`src/hw/rtl/rad_pkg.sv`:
```
// Shared types and constants for the region address decoder with RAM.
// Used by rad_front, rad_queue, rad_back and the top level; no dependencies.
`timescale 1ns / 1ps

package rad_pkg;

	localparam int REGION_SLOTS_DEF = 4;
	localparam int RAM_ADDRESS_BITS_DEF = 16;

	// Number of region registers in the configuration map.
	localparam int REGION_REGS = 4;
	localparam int CFG_INDEX_BITS = 3;
	localparam int CFG_DATA_BITS = 57;

	localparam logic [CFG_INDEX_BITS-1:0] CFG_REGION_COUNT = 3'd0;
	localparam logic [CFG_INDEX_BITS-1:0] CFG_REGION_ZERO = 3'd1;

	// Access kind: bit 1 marks a write, bit 0 marks a word.
	localparam logic [1:0] REQ_READ_BYTE = 2'd0;
	localparam logic [1:0] REQ_READ_WORD = 2'd1;
	localparam logic [1:0] REQ_WRITE_BYTE = 2'd2;
	localparam logic [1:0] REQ_WRITE_WORD = 2'd3;
	localparam int KIND_WRITE_BIT = 1;
	localparam int KIND_WORD_BIT = 0;

	localparam logic [1:0] ST_RAM = 2'd0;
	localparam logic [1:0] ST_DEVICE = 2'd1;
	localparam logic [1:0] ST_NO_MATCH = 2'd2;

	typedef struct packed {
		logic        dev_flag;
		logic [7:0]  device;
		logic [15:0] remap;
		logic [15:0] limit;
		logic [15:0] base;
	} region_t;

	// One classified access, handed from the front to the back.
	typedef struct packed {
		logic [1:0]  status;
		logic [7:0]  device_number;
		logic [15:0] offset;
		logic [1:0]  kind;
		logic [15:0] write_value;
	} entry_t;

endpackage

```
`src/hw/rtl/rad_front.sv`:
```
// Front end: region registers, parallel region match and access classification.
// Depends on rad_pkg.
`timescale 1ns / 1ps

module rad_front #(
	parameter int REGION_SLOTS = rad_pkg::REGION_SLOTS_DEF
) (
	input  logic                                   clk,
	input  logic                                   arst_n,
	input  logic                                   cfg_write_en,
	input  logic [rad_pkg::CFG_INDEX_BITS-1:0]     cfg_index,
	input  logic [rad_pkg::CFG_DATA_BITS-1:0]      cfg_data,
	input  logic                                   in_valid,
	output logic                                   in_ready,
	input  logic [1:0]                             req_type,
	input  logic [15:0]                            address,
	input  logic [15:0]                            write_value,
	output logic                                   push_valid,
	input  logic                                   push_ready,
	output rad_pkg::entry_t                        push_data
);

	localparam int NREG = (REGION_SLOTS < rad_pkg::REGION_REGS) ? REGION_SLOTS
		: rad_pkg::REGION_REGS;
	localparam logic [2:0] NREG_W = 3'(NREG);

	logic [2:0]       count_q;
	rad_pkg::region_t region_q [NREG];
	logic [2:0]       usable;
	logic             hit;
	rad_pkg::region_t sel;

	always_ff @(posedge clk or negedge arst_n) begin
		if (!arst_n) begin
			count_q <= '0;
			for (int k = 0; k < NREG; k++) begin
				region_q[k] <= '0;
			end
		end else if (cfg_write_en) begin
			if (cfg_index == rad_pkg::CFG_REGION_COUNT) begin
				count_q <= cfg_data[2:0];
			end
			for (int k = 0; k < NREG; k++) begin
				if (cfg_index == 3'(k) + rad_pkg::CFG_REGION_ZERO) begin
					region_q[k] <= rad_pkg::region_t'(cfg_data);
				end
			end
		end
	end

	assign usable = (count_q < NREG_W) ? count_q : NREG_W;

	// The highest-numbered matching region wins, so later slots override.
	always_comb begin
		hit = 1'b0;
		sel = '0;
		for (int k = 0; k < NREG; k++) begin
			if (3'(k) < usable && address >= region_q[k].base
					&& address <= region_q[k].limit) begin
				hit = 1'b1;
				sel = region_q[k];
			end
		end
	end

	always_comb begin
		push_data.status = !hit ? rad_pkg::ST_NO_MATCH
			: (sel.dev_flag ? rad_pkg::ST_DEVICE : rad_pkg::ST_RAM);
		push_data.device_number = sel.device;
		push_data.offset = address - sel.remap;
		push_data.kind = req_type;
		if (!req_type[rad_pkg::KIND_WRITE_BIT]) begin
			push_data.write_value = '0;
		end else if (req_type[rad_pkg::KIND_WORD_BIT]) begin
			push_data.write_value = write_value;
		end else begin
			push_data.write_value = {8'h00, write_value[7:0]};
		end
	end

	assign push_valid = in_valid;
	assign in_ready = push_ready;

endmodule

```
`config.mk`:
```
export PLATFORM = sky130hd
export DESIGN_NAME = rad_front
export DESIGN_NICKNAME = d
export VERILOG_FILES = /design/src/hw/rtl/rad_pkg.sv /design/src/hw/rtl/rad_front.sv
export SDC_FILE = /design/constraint.sdc
export NUM_CORES = 1
export LEC_CHECK = 0
export BUFFER_PORTS_ARGS = -buffer_cell sky130_fd_sc_hd__buf_2
export CAP_MARGIN = 40
export CORE_AREA = 2 2 151 153
export DETAILED_ROUTE_END_ITERATION = 12
export DIE_AREA = 0 0 153 155
export GPL_ROUTABILITY_DRIVEN = 0
export PLACE_DENSITY = 0.8
export RECOVER_POWER = 25
export SETUP_SLACK_MARGIN = 0.4
export SYNTH_ARGS = -nofsm -noshare
export SYNTH_HDL_FRONTEND = slang
export SYNTH_SLANG_ARGS = --single-unit
```
`constraint.sdc`:
```
create_clock -name clk -period 12.6 [get_ports clk]
set_input_delay 2.52 -clock clk [delete_from_list [all_inputs] [get_ports clk]]
set_output_delay 2.52 -clock clk [all_outputs]
set_load 0.01 [all_outputs]
```
* After elaboration in Yosys (flattened, before gate mapping)
Index checks and enable logic that the tools add are counted.
Cells by class: mux-type cells 13, reduce and logical (&&, ||, !) cells 14, equality and inequality tests 4, add/sub/neg operators 1, order comparisons 13
Operator list (count):
- $mux W57 | 4
- $ge A16 B16 Y1 | 4
- $le A16 B16 Y1 | 4
- $mux W16 | 2
- $sub A16 B16 Y16 | 1
- $reduce_and A2 Y1 | 5
- $logic_and A1 B1 Y1 | 8
- $eq A3 B2 Y1 const B | 2
- $lt A1 B3 Y1 const A | 2
- $lt A2 B3 Y1 const A | 2
- $mux W1 | 5
- $eq A3 B1 Y1 const B | 1
- $eq A3 B3 Y1 const B | 1
- $logic_not A3 Y1 | 1
- $lt A3 B3 Y1 const B | 1
- $mux W3 | 1
- $mux W2 | 1
Storage, ports and cells: bits in registers 231, word-level logic and storage cells 66, output and inout port bits 46

* Longest topological paths before layout
Gate-level depths: netlist of the first run.
depth after elaboration 11, mapped depth 24

* Worst setup path after synthesis of the first run
OpenSTA, ideal clock, no wires.
path type input port to output port, start point in address[14], end point out push_data[32] in the netlist's numbering, buffers on the path 1, required time 10.080 ns, stages 23, path slack 3.393 ns, arrival time 6.687 ns, path through ha_1 a21oi_1 nand2_1 a211o_1 a211oi_1 a21oi_1 nor2_1 clkbuf_1 nand2_1 o221a_2 a21oi_1 ha_1 inv_1 fa_1 a21o_1 a21o_1 a21oi_1 o21ai_0 a31oi_1 a21oi_1 a21o_1 a21oi_1 xnor2_1
RTL lines:
- from (decl) | line rad_front.sv:16 | input logic [15:0] address,
- to (decl) | line rad_front.sv:20 | output rad_pkg::entry_t push_data

==> metrics, run 1 <==
total gr overflow 0; layout cells sized above 1 23.09%; max cap viols 3; Data arrival, critical path 8.44 ns; initial antenna violation count 3; Hold Crit Class reg2reg; Global Route Usage Sum around 28%; worst-path fanout max 25; CP Class in2out; asr flop ratio synth 100.0%; Setup Skew 0 ns; Post-Synthesis Cells 1294; die span in y 155 um; CP Launch Type input pin; IO buf count 140; Clock Latency Late Sink 0.52 ns; # setup viols final 0; synth cell count leaders dfrtp_1 (231), nand2_1 (155), inv_1 (149); sequential cell area fraction in the yosys report between 40% and 50%; Final period util 86.98%; CP max stage cell o211ai_4; total clock sinks around 230; crit-path cells buf_2, ha_1, nand4_1, or4_1, o221a_1, o211ai_4, nand3_2, o221a_2, a21oi_1, ha_1, inv_1, fa_1, a21o_1, a21o_1, a21oi_1, o21ai_0, a31oi_1, a21oi_1, a21o_1, a21oi_1, xnor2_1, buf_2; Root Buffer clkbuf_16; CORE AREA 22230 um^2; Post-CTS Setup Bufs 0; global-route wire length before repair 53260 um; hold_ws slightly above 0.5 ns; post-synth top area share 44.30%; htree depth 1; clock-pin slew on the worst setup and hold paths 0.06 ns; top cells by area, synth dfrtp_1 (44%), ha_1 (14%), mux2_2 (11%); Reg area 5781 um^2; most frequent cell after synthesis dfrtp_1; cell family with most CP delay compound AO/OA/AOI/OAI gates; total number of vias 10183; 1st-iter DRT viols 662; Worst-Margin Slew 4.721 ns; area grow syn2layout 13.46%; Die Width roughly 150 um; largest net degree at the start of global routing 88; Syn Std Cell Area 13050 um^2; Routed Antenna Nets 0; EDFF count, synth 0; status complete, but fails checks; Max Slew Vio Count 175; average routed wire per standard cell around 19 um; DR DRC count 0; number of gates resized after CTS 0; Post-CTS Hold Fix Bufs 0; multi-input logic area approximately 6500 um^2; fin nets 1662; hpwl dp 23600 um; RSZ-0062 raised after global routing no; max incr delay on CP 0.73 ns; Worst Path Required 10.08 ns; Top FF cell, synth dfrtp_1; Ys Warns 0; # fillers around 1700; total negative slack 0 ns; Num CTS Buffers 25; VDD IR-drop max 0.1397 mV; crit-path most repeated cell a21oi_1; P per Cell Area 173.0 nW/um^2; fin crit period 10.96 ns; post-synthesis cell type count 60; syn nets 1537; Syn Area/Cell 10.08 um^2; vias in the first global route 10076; drt first pass iters 5; Die Area 23720 um^2; CTS max path bufs 3; top cell type by total area after synthesis dfrtp_1; Buf/Inv on CP 3; total wire length 33200 um; failing checks capacitance limit, slew limit; vias per cell 5.900; CTS tree yes; reg2reg setup slack between 10 and 15 ns; LEAKAGE 7.108 nW; final hold vios 0; fmax 91.24 MHz; initial core utilization 58.71%; worst rel slew slack -214.8%; #FFs+latches synth 231; I/O pins roughly 150; Crit. End Element primary output; Row Count 55
[stage by stage]
step	area (um^2)	setup WS (ns)	power, mW	utilization, %	instances
after floorplan	13050	3.393	1.546	-	1294
after global placement	13980	1.859	1.822	62.88	1673
after detailed placement	14050	1.731	1.864	63.22	1677
after CTS	14830	1.700	2.565	66.70	1723
after global routing	14800	1.345	2.709	66.60	1725
final	14810	1.640	2.561	66.61	1726
[placed cells by master (no fill, tap or decap), types with 8 or more instances in the layout]
| master | count |
|---|---|
| nand4_1 | 13 |
| and3_1 | 10 |
| clkbuf_16 | 25 |
| mux2_2 | 131 |
| ha_1 | 143 |
| and2_1 | 8 |
| o21ai_0 | 138 |
| clkbuf_1 | 11 |
| a211oi_1 | 8 |
| a21oi_1 | 51 |
| buf_2 | 138 |
| nand2_1 | 155 |
| o21a_1 | 8 |
| dfrtp_1 | 231 |
| a2bb2oi_1 | 8 |
| nor3_1 | 10 |
| nand3_1 | 35 |
| nor2_1 | 23 |
| a21o_1 | 17 |
| o2111ai_1 | 18 |
| inv_1 | 149 |
[flip-flops by register name (all words and copies together) (netlist names)]
| register | count |
|---|---|
| region_q | 228 |
| count_q | 3 |
[where the power goes]
part | total (mW) | internal [mW] | leakage (nW) | switching, mW
Combinational | 0.899 | 0.381 | 3.93 | 0.518
Clock | 0.692 | 0.396 | 0.381 | 0.296
Sequential | 0.969 | 0.901 | 2.79 | 0.0679
[cell families after synthesis]
group                      synth area share (%)
AOI/OAI and AO/OA                         13.59
buffers and inverters                     6.050
xor gates and xnor gates                 0.8726
and+or+nand+nor                           9.944
adders and majority gates                 13.87
muxes                                     11.38
DFF                                       44.30
[metal layers]
metal / vias up / part of all wire [%] / GRT usage (%) / wire length (um)
met4: 0 / 3.2 / 8.862 / 1078
met5: - / 0 / 0 / 0
li1: 4772 / - / - / -
met1: 4960 / 44 / 38.44 / 14460
met2: 380 / 46 / 45.93 / 15440
met3: 71 / 6.7 / 4.680 / 2222
[worst paths after layout]
check | start | to | cells after the start
min in group asynchronous | arst_n | region_q[224]$_DFFE_PN0P_ | 1
worst min-delay path | region_q[104]$_DFFE_PN0P_ | region_q[104]$_DFFE_PN0P_ | 1
worst min register to register | region_q[104]$_DFFE_PN0P_ | region_q[104]$_DFFE_PN0P_ | 1
worst max register to register | count_q[2]$_DFFE_PN0P_ | count_q[2]$_DFFE_PN0P_ | 1
worst max-delay path | address[10] | push_data[32] | 22
max in group asynchronous | arst_n | region_q[201]$_DFFE_PN0P_ | 2
[final cells by class]
class                      count  area share, %
timing repair buffer         152          5.578
multi-input combinational    860          43.91
antenna                        3        0.05071
sequential                   231          39.04
clock buffer                  37          4.868
tap                          285          2.409
clock inverter                 9         0.3634
inverter                     149          3.778
No activity file was read; power rests on OpenSTA's default activity.
==> run 2: changes to the inputs <==
- ABC_AREA: default -> 1
- CORE_AREA: 2 2 151 153 -> 2 2 152 154
- DIE_AREA: 0 0 153 155 -> 0 0 154 156
- PLACE_DENSITY: 0.8 -> 0.81
==> metrics, run 2 <==
initial core utilization 59.26% (+0.55 points); Routed Antenna Nets 0 (unchanged); met2 Usage GRT 47.43% (+1.5 points); Post-Synthesis Cells 1641 (+27%); Max Slew Vio Count 122 (-30%); synth cell count leaders nand2_1 (412), o21ai_0 (267), inv_1 (237); Root Buffer clkbuf_16; max incr delay on CP 0.56 ns (-0.17 ns); CORE AREA 22370 um^2 (+0.62%); Final period util 75.44% (-12 points); Top FF cell, synth dfrtp_1; worst-path fanout max 21 (-16%); die span in y 156 um (+0.65%); vias per cell 5.614 (-4.9%); max cap viols 2 (-1); total wire length 34230 um (+3.1%); Worst Path Required 10.08 ns (about the same); Top reg by flops region_q; initial antenna violation count 1 (-2); Die Width 154 um (+0.65%); Most Used Layer, Global Route met2; average routed wire per standard cell 16.66 um (-13%); Row Count 55 (unchanged); CP max stage cell inv_1; DR DRC count 0 (unchanged); global-route wire length before repair 56080 um (+5.3%); status complete, but fails checks; #FFs+latches synth 231 (unchanged); most frequent cell after synthesis nand2_1; top cell type by total area after synthesis dfrtp_1; met1 Track Usage GR 39.62% (+1.2 points); EDFF count, synth 0 (unchanged); hold_ws 0.4803 ns (-0.02407 ns); IO buf count 140 (unchanged); Ys Warns 0 (unchanged); number of gates resized after CTS 0 (unchanged); worst rel slew slack -215.0% (about the same); Hold Crit Class reg2reg; total number of vias 11536 (+13%); RSZ-0062 raised after global routing no; failing checks capacitance limit, slew limit; Global Route Usage Sum 29.05% (+1.1 points); grt met3 use 4.139% (-0.54 points); reg2reg setup slack 11.82 ns (+0.05 ns); sequential cell area fraction in the yosys report 43.62% (-0.68 points); crit-path cells buf_2, ha_1, a21oi_1, o21a_1, nand2_1, nand2_1, nand2_1, nand2_1, nand3_2, inv_1, a31oi_1, a31oi_1, ha_1, inv_1, fa_1, nand3_1, nand2_1, a21o_1, a21oi_2, o21ai_1, a21boi_1, o21ai_0, xor2_1, buf_2; clock-pin slew on the worst setup and hold paths 0.06 ns (about the same); Num CTS Buffers 25 (unchanged); commonest non-fill, non-tap cell in the layout nand2_1; Post-CTS Setup Bufs 0 (unchanged); syn nets 1884 (+23%); top cells by area, synth dfrtp_1 (44%), ha_1 (14%), nand2_1 (12%); total clock sinks 231 (unchanged); final hold vios 0 (unchanged); most frequent cells in the layout nand2_1 (412), o21ai_0 (267), inv_1 (237); Die Area 24020 um^2 (+1.3%); CTS max path bufs 3 (unchanged); CP Class in2out; post-synth top area share 43.62% (-0.68 points); Syn Area/Cell 8.076 um^2 (-20%); Setup Skew 0 ns (unchanged); Clock Latency Late Sink 0.52 ns (about the same); Post-CTS Hold Fix Bufs 0 (unchanged); LEAKAGE 7.996 nW (+13%); hpwl dp 23370 um (-0.97%); Worst-Margin Slew 4.724 ns (+0.002932 ns); P per Cell Area 163.9 nW/um^2 (-5.2%); Syn Std Cell Area 13250 um^2 (+1.6%); layout cells sized above 1 11.59% (-11 points); crit-path most repeated cell nand2_1; largest net degree at the start of global routing 93 (+5.7%); 1st-iter DRT viols 1044 (+58%); Data arrival, critical path 6.98 ns (-1.46 ns); post-synthesis cell type count 41 (-32%); htree depth 1 (unchanged); total negative slack 0 ns (unchanged); I/O pins 145 (unchanged); drt first pass iters 6 (+1); largest registers region_q x228, count_q x3; fmax 105.2 MHz (+15%); area grow syn2layout 13.33%; VDD IR-drop max 0.1418 mV (+1.5%); fin crit period 9.505 ns (-1.455 ns); # setup viols final 0 (unchanged); asr flop ratio synth 100.0% (unchanged); CP Launch Type input pin; vias in the first global route 11324 (+12%); fin nets 1995 (+20%); max reg flops 228 (unchanged); CTS tree yes; total gr overflow 0 (unchanged); Crit. End Element primary output
[run 2: kinds of logic after synthesis]
logic type	count (synthesis)	share of synthesized area, %
compound gates	382	15.20
xor+xnor	13	0.8591
fa+ha+maj	144	13.65
buf+inv	308	9.167
flops	231	43.62
simple gates	563	17.50
[run 2: stage by stage]
stage / std cells / utilization, % / setup WS [ns] / cell area [um^2] / power (mW)
final: 2055 / 67.16 / 3.095 / 15020 / 2.462
after global routing: 2054 / 67.14 / 2.689 / 15020 / 2.620
after CTS: 2054 / 67.26 / 3.137 / 15040 / 2.464
after detailed placement: 2010 / 63.57 / 3.142 / 14220 / 1.721
after global placement: 2005 / 62.99 / 3.145 / 14090 / 1.680
after floorplan: 1641 / - / 4.372 / 13250 / 1.462
[run 2: cell type report]
cell class	count	area (um^2)
Multi-Input combinational cell	1102	6287
Antenna cell	1	2.502
Timing Repair Buffer	152	868.3
Inverter	240	900.9
Tap cell	285	356.6
Sequential cell	231	5781
Clock inverter	6	58.81
Fill cell	1819	7346
Clock buffer	38	764.5
[run 2: worst max-delay path: cells and delay by family]
kind	cells	cell delay [ns]
adder cells (fa/ha/maj)	3	0.91
XOR/XNOR	1	0.18
buffers and inverters	4	1.12
AND/OR/NAND/NOR	7	0.78
AO/OA/AOI/OAI	9	1.45
[run 2: power by group]
group	switching, mW	leakage, nW	internal [mW]	total (mW)
Clock	0.300	0.411	0.436	0.736
Combinational	0.474	4.68	0.290	0.764
Sequential	0.0809	2.91	0.881	0.962
Total	0.855	8.00	1.61	2.46
[run 2: path summary, 6_finish.rpt]
path	end	start	depth (start not counted)
max	push_data[30]	address[5]	24
min	region_q[35]$_DFFE_PN0P_	region_q[35]$_DFFE_PN0P_	2
max reg2reg	region_q[13]$_DFFE_PN0P_	region_q[13]$_DFFE_PN0P_	2
min reg2reg	region_q[35]$_DFFE_PN0P_	region_q[35]$_DFFE_PN0P_	2
max in group asynchronous	region_q[43]$_DFFE_PN0P_	arst_n	4
min in group asynchronous	region_q[182]$_DFFE_PN0P_	arst_n	1
[run 2: per-layer routing]
| metal | part of all wire [%] | vias to the layer above |
|---|---|---|
| li1 | - | 5555 |
| met1 | 44 | 5440 |
| met2 | 46 | 449 |
| met3 | 7.2 | 92 |
| met4 | 3.6 | 0 |
| met5 | 0 | - |
