--- config.mk ---
export PLATFORM = sky130hd
export DESIGN_NAME = rad_queue
export DESIGN_NICKNAME = d
export VERILOG_FILES = /design/src/hw/rtl/rad_pkg.sv /design/src/hw/rtl/rad_queue.sv
export SDC_FILE = /design/constraint.sdc
export NUM_CORES = 1
export LEC_CHECK = 0
export CORE_MARGIN = 2
export CORE_UTILIZATION = 40
export DETAILED_ROUTE_END_ITERATION = 12
export DONT_BUFFER_PORTS = 1
export SLEW_MARGIN = 10
export SYNTH_ARGS = -nofsm -noshare
export SYNTH_HDL_FRONTEND = slang
export SYNTH_SLANG_ARGS = --single-unit
--- constraint.sdc ---
create_clock -name clk -period 3.8 [get_ports clk]
set_input_delay 0.38 -clock clk [delete_from_list [all_inputs] [get_ports clk]]
set_output_delay 0.38 -clock clk [all_outputs]
set_load 0.02 [all_outputs]
--- src/hw/rtl/rad_pkg.sv ---
// Shared types and constants for the region address decoder with RAM.
// Used by rad_front, rad_queue, rad_back and the top level; no dependencies.
`timescale 1ns / 1ps

package rad_pkg;

	localparam int REGION_SLOTS_DEF = 4;
	localparam int RAM_ADDRESS_BITS_DEF = 16;

	// Number of region registers in the configuration map.
	localparam int REGION_REGS = 4;
	localparam int CFG_INDEX_BITS = 3;
	localparam int CFG_DATA_BITS = 57;

	localparam logic [CFG_INDEX_BITS-1:0] CFG_REGION_COUNT = 3'd0;
	localparam logic [CFG_INDEX_BITS-1:0] CFG_REGION_ZERO = 3'd1;

	// Access kind: bit 1 marks a write, bit 0 marks a word.
	localparam logic [1:0] REQ_READ_BYTE = 2'd0;
	localparam logic [1:0] REQ_READ_WORD = 2'd1;
	localparam logic [1:0] REQ_WRITE_BYTE = 2'd2;
	localparam logic [1:0] REQ_WRITE_WORD = 2'd3;
	localparam int KIND_WRITE_BIT = 1;
	localparam int KIND_WORD_BIT = 0;

	localparam logic [1:0] ST_RAM = 2'd0;
	localparam logic [1:0] ST_DEVICE = 2'd1;
	localparam logic [1:0] ST_NO_MATCH = 2'd2;

	typedef struct packed {
		logic        dev_flag;
		logic [7:0]  device;
		logic [15:0] remap;
		logic [15:0] limit;
		logic [15:0] base;
	} region_t;

	// One classified access, handed from the front to the back.
	typedef struct packed {
		logic [1:0]  status;
		logic [7:0]  device_number;
		logic [15:0] offset;
		logic [1:0]  kind;
		logic [15:0] write_value;
	} entry_t;

endpackage

--- src/hw/rtl/rad_queue.sv ---
// Two-entry queue of classified words between the front and the back.
// Depends on rad_pkg.
`timescale 1ns / 1ps

module rad_queue (
	input  logic            clk,
	input  logic            arst_n,
	input  logic            push_valid,
	output logic            push_ready,
	input  rad_pkg::entry_t push_data,
	output logic            pop_valid,
	input  logic            pop_ready,
	output rad_pkg::entry_t pop_data
);

	rad_pkg::entry_t slot_q [2];
	logic            wptr_q;
	logic            rptr_q;
	logic [1:0]      count_q;
	logic            push;
	logic            pop;

	assign push_ready = (count_q != 2'd2);
	assign pop_valid = (count_q != 2'd0);
	assign push = push_valid && push_ready;
	assign pop = pop_valid && pop_ready;
	assign pop_data = slot_q[rptr_q];

	always_ff @(posedge clk) begin
		if (push) begin
			slot_q[wptr_q] <= push_data;
		end
	end

	always_ff @(posedge clk or negedge arst_n) begin
		if (!arst_n) begin
			wptr_q <= 1'b0;
			rptr_q <= 1'b0;
			count_q <= '0;
		end else begin
			if (push) begin
				wptr_q <= !wptr_q;
			end
			if (pop) begin
				rptr_q <= !rptr_q;
			end
			if (push && !pop) begin
				count_q <= count_q + 2'd1;
			end else if (pop && !push) begin
				count_q <= count_q - 2'd1;
			end
		end
	end

endmodule

======== Word-level counts from Yosys, hierarchy flattened ========
Memories as Yosys holds them, arrays and structs flattened.
Cells that the tools add are included.
operators by class
  equality and inequality tests ........... 1
  $add $sub $neg .......................... 2
  mux-type cells .......................... 4
  reduce and logical (&&, ||, !) cells .... 10
operators with widths
  operator                                                            number
  1-bit logical AND                                                   4
  1-bit zero test                                                     4
  2-bit 2-to-1 mux                                                    2
  2-bit nonzero test                                                  2
  2-bit by 1-bit adder with 2-bit output, second input constant       1
  1-bit 2-to-1 mux                                                    2
  2-bit != test, second input constant                                1
  2-bit by 1-bit subtractor with 2-bit output, second input constant  1
storage, ports and cells
  word-level logic and storage cells ...... 21
  RAM bits ................................ 88
  memories kept ........................... 1
  output and inout port bits .............. 46
  input port bits ......................... 48
  flip-flop bits (word level) ............. 4
memory list
  memory  depth  bits a word  rd ports  clocked after memory_dff  wr ports  RTL line         text
  slot_q  2      44           1         0                         1         rad_queue.sv:16  rad_pkg::entry_t slot_q [2];

======== Depth between registers and ports, before layout ========
Gate-level depths: netlist of run 1.
  word-level depth ........................ 6
  mapped depth ............................ 7
  gate-level depth less buffers ........... 7

======== Worst setup path before layout of run 1 ========
OpenSTA, ideal clock, no wires.
  kind .................................... register -> register
  from .................................... register count_q[0]
  to ...................................... memory slot_q[0][0] in the netlist's numbering (enable)
  path slack .............................. 0.705 ns
  buffers on the path ..................... 0
  arrival ................................. 2.649 ns
  period minus slack after synthesis ...... 3.095 ns
  cell stages (with the launch flop) ...... 4
  data required time ...................... 3.354 ns
  library setup time ...................... 0.446 ns
  path through ............................ dfrtp_1 > nand2b_1 > nand2_1 > nor2_1
between the ends
  cells in the longest elaborated chain, start to end .. 4
ends and longest elaborated chain
  item                                    RTL line         text
  start, declared                         rad_queue.sv:19  logic [1:0] count_q;
  start signal, assigned                  rad_queue.sv:48  count_q <= count_q + 2'd1;
  start signal, assigned                  rad_queue.sv:50  count_q <= count_q - 2'd1;
  2-bit != test                           rad_queue.sv:23  assign push_ready = (count_q != 2'd2);
  via push_ready                          rad_queue.sv:9   output logic push_ready,
  1-bit logical AND                       rad_queue.sv:25  assign push = push_valid && push_ready;
  1-bit 2-to-1 mux                        rad_queue.sv:30  if (push) begin
  1-bit 2-to-1 mux (not written as such)  rad_queue.sv:31  slot_q[wptr_q] <= push_data;
  end, declared                           rad_queue.sv:16
The timed path passes the listed nets, and every way through them passes these cells.

==> flow_summary.yaml, run 1 <==
yosys:
  synth_top_area_cell: "edfxtp_1"
  netlist_instances: 155
  synth.distinct_cells: 15
  synth-edff-count: 88
  syn_nets: 204
  yosysMostFrequentCell: "edfxtp_1"
  seq_area_frac_synth: 0.768
  netlist_area_um2: 3570
  synth_top_area_frac: 0.740
  ys_ff_latch: 92
  async_flop_share: 0.0435
  syn_avg_cell_area_um2: 23.0
  yosys-top-cells-area: "edfxtp_1 74%, mux2_4 16%, dfrtp_1 2.8%, buf_12 2.2%, mux2_2 1.6%"
  yosys-top-cells-count: "88 x edfxtp_1, 39 x mux2_4, 5 x mux2_2"
  ys_warn_count: 0
  synth_ff_type: "edfxtp_1"
setup_path:
  end_kind: "output port"
  timing.rr.end: "slot_q[0][1]"
  cp.required_ns: 3.42
  cp_cell_sequence: "buf_4, mux2_2"
  critical_path_peak_fanout: 18
  crit_type: "reg2out"
  cpPeakStageDelay_ns: 0.69
  reg2reg_slack_ns: 1.62
  worstRegToRegCells: 4
  critPathSlowestCell: "dfrtp_2"
  r2r-start: "count_q[0]"
  worstPathArrival_ns: 1.89
  worst_setup_path_start_kind: "flip-flop"
status:
  outcome: "completed"
floorplanning:
  fp.dieArea_um2: 9700
  start_util: 0.411
  die_h_um: 98.5
  fp.dieW_um: 98.5
  core_area_um2: 8680
  io_pins: 94
  num_rows: 34
global_routing:
  groute.usage.overall: 0.113
  grt_max_degree: 45
  grt_first_pass_wirelength_um: 8100
  overflow: 0
  grt_antenna_before_repair: 0
  grt_pass1_vias: 1508
sta:
  fin_tns_setup_ns: 0
  rsz0062_at_grt: "no"
  hold_viol: 0
  slew_viol_final: 0
  setup_viol: 0
  period_share: 0.596
  fin_skew_ns: 0.0109
  tightest_slew_ns: 1.01
  fmax_ghz: 0.441
  min_period_ns: 2.27
  relSlewSlack: 0.328
cells_and_area:
  multiInputGateArea_um2: 741
  fillerInstances: 765
  layout-drive-gt1-share: 0.385
  finalNetCount: 214
  diodes: 0
  regArea_um2: 2740
  design_area_um2: 3870
  synthToLayoutAreaGrowth_pct: 8.41
clock_network:
  clockBufferDepth: 2
  cts_root_buf: "clkbuf_8"
  cts_tree: "built"
  htree_levels: 3
  cts_resized: 0
  clkTransAtPathRegs_ns: 0.09
  cts_buffers: 9
  clkLatencyLatePin_ns: 0.34
  clkSinkCount: 92
flow_run:
  maxCapViolCount: 0
placed_design:
  hpwl_um: 3600
  port_buffers: 0
  gp_congestion: 0.676
  post_dp_cell_area_um2: 3650
power_and_ir_drop:
  clockPowerShare: 0.213
  p_sw_frac: 0.323
  total_leakage_power_uw: 0.00138
  powerDensity_nw_per_um2: 829
  comb_power_share: 0.319
  p_seq_frac: 0.468
  p_int_uw: 2170
  p_switching_uw: 1040
  total_power_uw: 3210
  peakVddDrop_uv: 520
min_path:
  hold_start: "push_data[10]"
  holdPathEnd: "slot_q[0][10]"
  min_path_cells: 0
  hp-class: "in2reg"
route:
  drc: 0
  via_count: 1362
  drtPass1Iterations: 2
  wirelength_um: 5240
  vias_per_cell: 4.92
  post_drt_wl_per_cell_um: 18.9
  ant_nets: 0
  drt_iter0_drc: 19
==> sequential cells by signal, summed over array words and instances, names as in the netlist <==
register  count
slot_q       88
count_q       2
rptr_q        1
wptr_q        1
==> cell type report <==
cell class              instances  area share
flip-flops and latches         92       0.709
multi-input cells              57       0.191
well taps                     108      0.0349
clock buffers                   9      0.0320
clock inverters                 6      0.0233
repair buffers                  4     0.00841
inverters                       1    0.000970
==> metrics by stage <==
step           setup slack (ns)  cells  utilization  hold slack, ns
4_1_cts                    1.48    277        0.446          0.0987
3_3_place_gp               1.73    261        0.420          0.0845
2_1_floorplan             0.705    155            -          0.0844
3_5_place_dp               1.59    261        0.420          0.0846
6_report                   1.53    277        0.446           0.124
5_1_grt                    1.43    277        0.446          0.0880
==> worst max-delay path, delay by kind of cell (launching register included) <==
| kind | cells | cell delay [ns] |
|---|---|---|
| DFF | 1 | 0.69 |
| muxes | 1 | 0.44 |
| buffers and inverters | 1 | 0.40 |
==> per-layer routing <==
metal  up-vias  global-route usage  part of all wire  wire, µm
li1        618                   -                 -         -
met1       665               0.111              0.36      1870
met2        72               0.189              0.50      2630
met3         7              0.0660              0.13       674
met4         0              0.0569             0.012        64
met5         -                   0                 0         0
==> how the worst max path moves through the flow <==
stage,slack (ns),from,depth (start not counted),end
floorplan,0.71,count_q[0],3,slot_q[0][0]
global placement,1.73,count_q[0],4,slot_q[0][9]
detailed placement,1.59,count_q[0],4,slot_q[0][1]
CTS,1.48,rptr_q,2,pop_data[43]
global route,1.43,rptr_q,2,pop_data[35]
finish,1.53,rptr_q,2,pop_data[35]
==> cells in the final DEF, fill, tap and decap left out, drive strengths merged <==
cell type,count
buf,3
inv,1
nand2b,1
xor2,2
and3,1
dfrtp,4
clkinv,3
clkbuf,9
edfxtp,88
clkinvlp,1
bufinv,2
mux2,44
nand2,2
xnor2,3
nor2,2
dlygate4sd3,1
or2,1
ha,1
==> logic make-up after synthesis <==
family        Yosys count  share of synthesized area
xor+xnor                5                     0.0123
fa+ha+maj               1                    0.00350
buf+inv                 6                     0.0266
flops                  92                      0.768
mux                    44                      0.180
simple gates            7                    0.00947
==> power by group through the flow <==
stage                     logic (µW)  clock network [µW]  registers (µW)
after CTS                       1050                 709            1510
after global routing            1090                 751            1530
after global placement          1030                   0            1510
final                           1020                 682            1500
after floorplan                 1040                   0            1470
after detailed placement        1050                   0            1530
==> what timing repair did <==
action | 4_1_cts | 5_1_grt
endpoints found under the setup margin | 0 | 0
hold endpoints to repair | 4 | 0
buffers inserted | 0 | 0
hold buffers | 1 | 0
No activity file was read; power rests on OpenSTA's default activity.
==> run 2: changes to the inputs <==
Clock period 3.8 ns to 1.84 ns, I/O delays scaled along.
==> run 2 against run 1 <==
Net effect: critical path type unchanged; non-clock buffer count increased by 47; cell area up 13%; flip-flop and latch count is the same; count of clock-buffer cells in the layout unchanged; global-route usage grew 0.74 points; cell count is 17% higher; clock skew down 0.0028 ns; clock power grew 110%.
==> flow_summary.yaml, run 2 (synthesis gave the netlist of run 1 again) <==
status:
  outcome: "completed"
min_path:
  hp-class: "in2reg"
  min_path_cells: 2
global_routing:
  grt_first_pass_wirelength_um: 8840
  busiest_layer: "met2"
  use_met1: 0.133
  overflow: 0
  grt_max_degree: 33
  grt_use_met3: 0.0468
  groute.usage.overall: 0.120
  grt_pass1_vias: 1693
  grt_antenna_before_repair: 0
  met2_usage: 0.206
cells_and_area:
  fin_util: 0.504
  multiInputGateArea_um2: 743
  layout_commonest_cell: "edfxtp_1"
  regArea_um2: 2740
  reg_top3: "slot_q x88, count_q x2"
  finalNetCount: 261
  design_area_um2: 4370
  final_cells: 325
  diodes: 0
  layout-drive-gt1-share: 0.313
  largest_register_ffs: 88
  layout_common_cells: "88 x edfxtp_1, 45 x dlygate4sd3_1, 39 x mux2_4"
  fillerInstances: 707
  synthToLayoutAreaGrowth_pct: 22.5
  largest-register: "slot_q"
sta:
  fin_hold_ws_ns: 0.0252
  relSlewSlack: 0.789
  fin_skew_ns: 0.00815
  setup_viol: 0
  tightest_slew_ns: 0.317
  rsz0062_at_grt: "no"
  min_period_ns: 1.69
  fin_tns_setup_ns: 0
  fmax_ghz: 0.593
  period_share: 0.916
  hold_viol: 0
  slew_viol_final: 0
clock_network:
  clkLatencyLatePin_ns: 0.34
  cts_resized: 0
  cts_tree: "built"
  htree_levels: 3
  clkSinkCount: 92
  cts_buffers: 9
  clockBufferDepth: 2
  cts_root_buf: "clkbuf_8"
  clkTransAtPathRegs_ns: 0.08
setup_path:
  end_kind: "output port"
  worstPathArrival_ns: 1.50
  critPathSlowestCell: "mux2_2"
  cp_cell_sequence: "buf_4, mux2_2"
  crit_type: "reg2out"
  cpPeakStageDelay_ns: 0.45
  worst_setup_path_start_kind: "flip-flop"
  worstRegToRegCells: 6
  cp.required_ns: 1.66
  critical_path_peak_fanout: 18
placed_design:
  gp_congestion: 0.677
  hpwl_um: 3660
  dp_cells: 264
  port_buffers: 0
  post_dp_cell_area_um2: 3710
floorplanning:
  die_h_um: 98.5
  fp.dieArea_um2: 9700
  num_rows: 34
  start_util: 0.411
  fp.dieW_um: 98.5
  io_pins: 94
  core_area_um2: 8680
power_and_ir_drop:
  powerDensity_nw_per_um2: 1560
  total_leakage_power_uw: 0.00159
  peakVddDrop_uv: 977
route:
  ant_nets: 0
  post_drt_wl_per_cell_um: 16.8
  vias_per_cell: 4.75
  via_count: 1545
  drt_iter0_drc: 66
  drtPass1Iterations: 4
  wirelength_um: 5470
  drc: 0
flow_run:
  maxCapViolCount: 0
==> run 2: timing repair <==
action,CTS,global route
hold endpoints to repair,92,0
hold buffers,45,0
buffers inserted,0,0
==> run 2: area by class of cell <==
cell class	count	share of cell area
Clock buffer	9	0.0283
Inverter	1	0.000858
Clock inverter	7	0.0206
Multi-Input combinational cell	57	0.170
Tap cell	108	0.0309
Sequential cell	92	0.627
Timing Repair Buffer	51	0.122
==> run 2: per-layer routing <==
layer / vias up / wire length [µm]
li1: 713 / -
met4: 0 / 99
met5: - / 0
met3: 12 / 405
met1: 759 / 2080
met2: 61 / 2880
==> run 2: worst paths after layout <==
path | startpoint | end | slack (ns)
worst min-delay path | pop_ready | rptr_q | 0.03
worst max register to register | count_q[0] | count_q[1] | 0.18
worst max-delay path | rptr_q | pop_data[41] | 0.15
worst min register to register | count_q[1] | count_q[1] | 0.53
max in group asynchronous | arst_n | rptr_q | 1.55
min in group asynchronous | arst_n | count_q[1] | 0.10
==> run 2: worst max-delay path: cells and delay by family (launching register included) <==
family / cells / cell delay [ns]
mux: 1 / 0.45
buf+inv: 1 / 0.32
flops: 1 / 0.39
==> run 2: stage by stage <==
step | worst slack (ns) | power (µW)
global placement | 0.276 | 5370
detailed placement | 0.153 | 5440
floorplan | 0.0124 | 5180
global route | 0.0701 | 7170
finish | 0.154 | 6830
CTS | 0.114 | 6940
==> run 2: report_power, final <==
group	switching [µW]	internal [µW]	total (µW)
clock	649	760	1410
combinational	1390	1020	2410
sequential	151	2860	3020
total	2190	4640	6830
==> run 3: changes to the inputs <==
Settings changed: PLACE_DENSITY from default to 0.56.
Clock period 1.84 ns to 1.6 ns, I/O delays scaled along.
==> run 3 against run 2 <==
Net effect: utilization grew 1.0 points; flip-flop and latch count unchanged; cell area rose by 2.0%; critical path depth did not move; worst setup slack worse by 0.089 ns; power grew 18%.
==> flow_summary.yaml, run 3 (synthesis gave the netlist of run 1 again) <==
flow_run:
  maxCapViolCount: 0
cells_and_area:
  layout_commonest_cell: "edfxtp_1"
  diodes: 0
  largest-register: "slot_q"
  synthToLayoutAreaGrowth_pct: 25.0
  largest_register_ffs: 88
  layout_common_cells: "88 x edfxtp_1, 47 x dlygate4sd3_1, 41 x mux2_4"
  layout-drive-gt1-share: 0.326
  finalNetCount: 265
  reg_top3: "slot_q x88, count_q x2"
  fin_util: 0.514
route:
  post_drt_wl_per_cell_um: 16.8
  drtPass1Iterations: 4
  wirelength_um: 5540
  vias_per_cell: 4.76
  ant_nets: 0
  drc: 0
  drt_iter0_drc: 47
  via_count: 1566
power_and_ir_drop:
  peakVddDrop_uv: 870
  powerDensity_nw_per_um2: 1810
  total_leakage_power_uw: 0.00163
sta:
  relSlewSlack: 0.849
  min_period_ns: 1.53
  fmax_ghz: 0.652
  setup_viol: 0
  hold_viol: 0
  period_share: 0.959
  rsz0062_at_grt: "no"
  slew_viol_final: 0
  fin_skew_ns: 0.00898
  fin_tns_setup_ns: 0
  tightest_slew_ns: 0.227
global_routing:
  grt_pass1_vias: 1681
  grt_use_met3: 0.0596
  overflow: 0
  use_met1: 0.135
  grt_antenna_before_repair: 0
  grt_first_pass_wirelength_um: 9030
  grt_max_degree: 28
  met2_usage: 0.204
  busiest_layer: "met2"
  groute.usage.overall: 0.123
clock_network:
  cts_buffers: 9
  cts_tree: "built"
  clkTransAtPathRegs_ns: 0.08
  clkLatencyLatePin_ns: 0.34
  clockBufferDepth: 2
  clkSinkCount: 92
  htree_levels: 3
  cts_root_buf: "clkbuf_8"
setup_path:
  critical_path_peak_fanout: 26
  crit_path_start: "rptr_q"
  crit_type: "reg2out"
  worst_setup_path_start_kind: "flip-flop"
  end_kind: "output port"
  r2r-start: "count_q[0]"
  cp.required_ns: 1.44
  worstPathArrival_ns: 1.37
placed_design:
  port_buffers: 0
  hpwl_um: 3730
  gp_congestion: 0.677
floorplanning:
  io_pins: 94
  num_rows: 34
  fp.dieW_um: 98.5
  start_util: 0.411
  die_h_um: 98.5
  core_area_um2: 8680
  fp.dieArea_um2: 9700
min_path:
  hp-class: "in2async"
status:
  outcome: "completed"
## run 3: path summary, 6_finish.rpt
kind                       depth (start not counted)      endpoint  slack [ns]
setup / recovery                                   2   pop_data[6]        0.07
hold / removal                                     1        wptr_q        0.08
setup reg to reg                                   6    count_q[1]        0.11
hold reg to reg                                    1    count_q[0]        0.54
max in group asynchronous                          1        rptr_q        1.34
min in group clk                                   2  slot_q[1][2]        0.36
## run 3: critical path, cell delays in order, from the launching register on
cell	delay (ns)
dfrtp_2	0.41
buf_12	0.23
mux2_4	0.37
## run 3: routing by layer
| metal | part of all wire | vias to the layer above |
|---|---|---|
| li1 | - | 721 |
| met1 | 0.38 | 772 |
| met2 | 0.51 | 61 |
| met3 | 0.090 | 12 |
| met4 | 0.020 | 0 |
| met5 | 0 | - |
## run 3: report_power, final
part,leakage [µW],total (µW),switching (µW),internal (µW)
sequential,0.000863,3480,186,3290
clock,0.000107,1660,766,894
combinational,0.000662,2910,1630,1290
## run 3: layout make-up
type / instances / area [µm²]
Inverter: 1 / 3.75
Clock buffer: 10 / 128
Tap cell: 108 / 135
Clock inverter: 6 / 93.8
Timing Repair Buffer: 55 / 593
Fill cell: 696 / 4220
Sequential cell: 92 / 2740
Multi-Input combinational cell: 57 / 763
## run 3: metrics by stage
stage               hold slack [ns]  area (µm²)  power [µW]  setup WS (ns)  std cells
floorplan                    -0.136        3590        5980         -0.128        155
global placement             -0.135        3750        6300          0.190        265
detailed placement           -0.135        3750        6370          0.134        265
CTS                          0.0587        4450        8170         0.0310        328
global route                 0.0693        4460        8470        0.00471        329
finish                       0.0760        4460        8050         0.0652        329
## run 3: what timing repair did
action,4_1_cts,5_1_grt
setup endpoints to repair,2,1
hold buffers,47,0
setup buffers,0,1
gates resized for setup,2,0
hold endpoints to repair,94,0
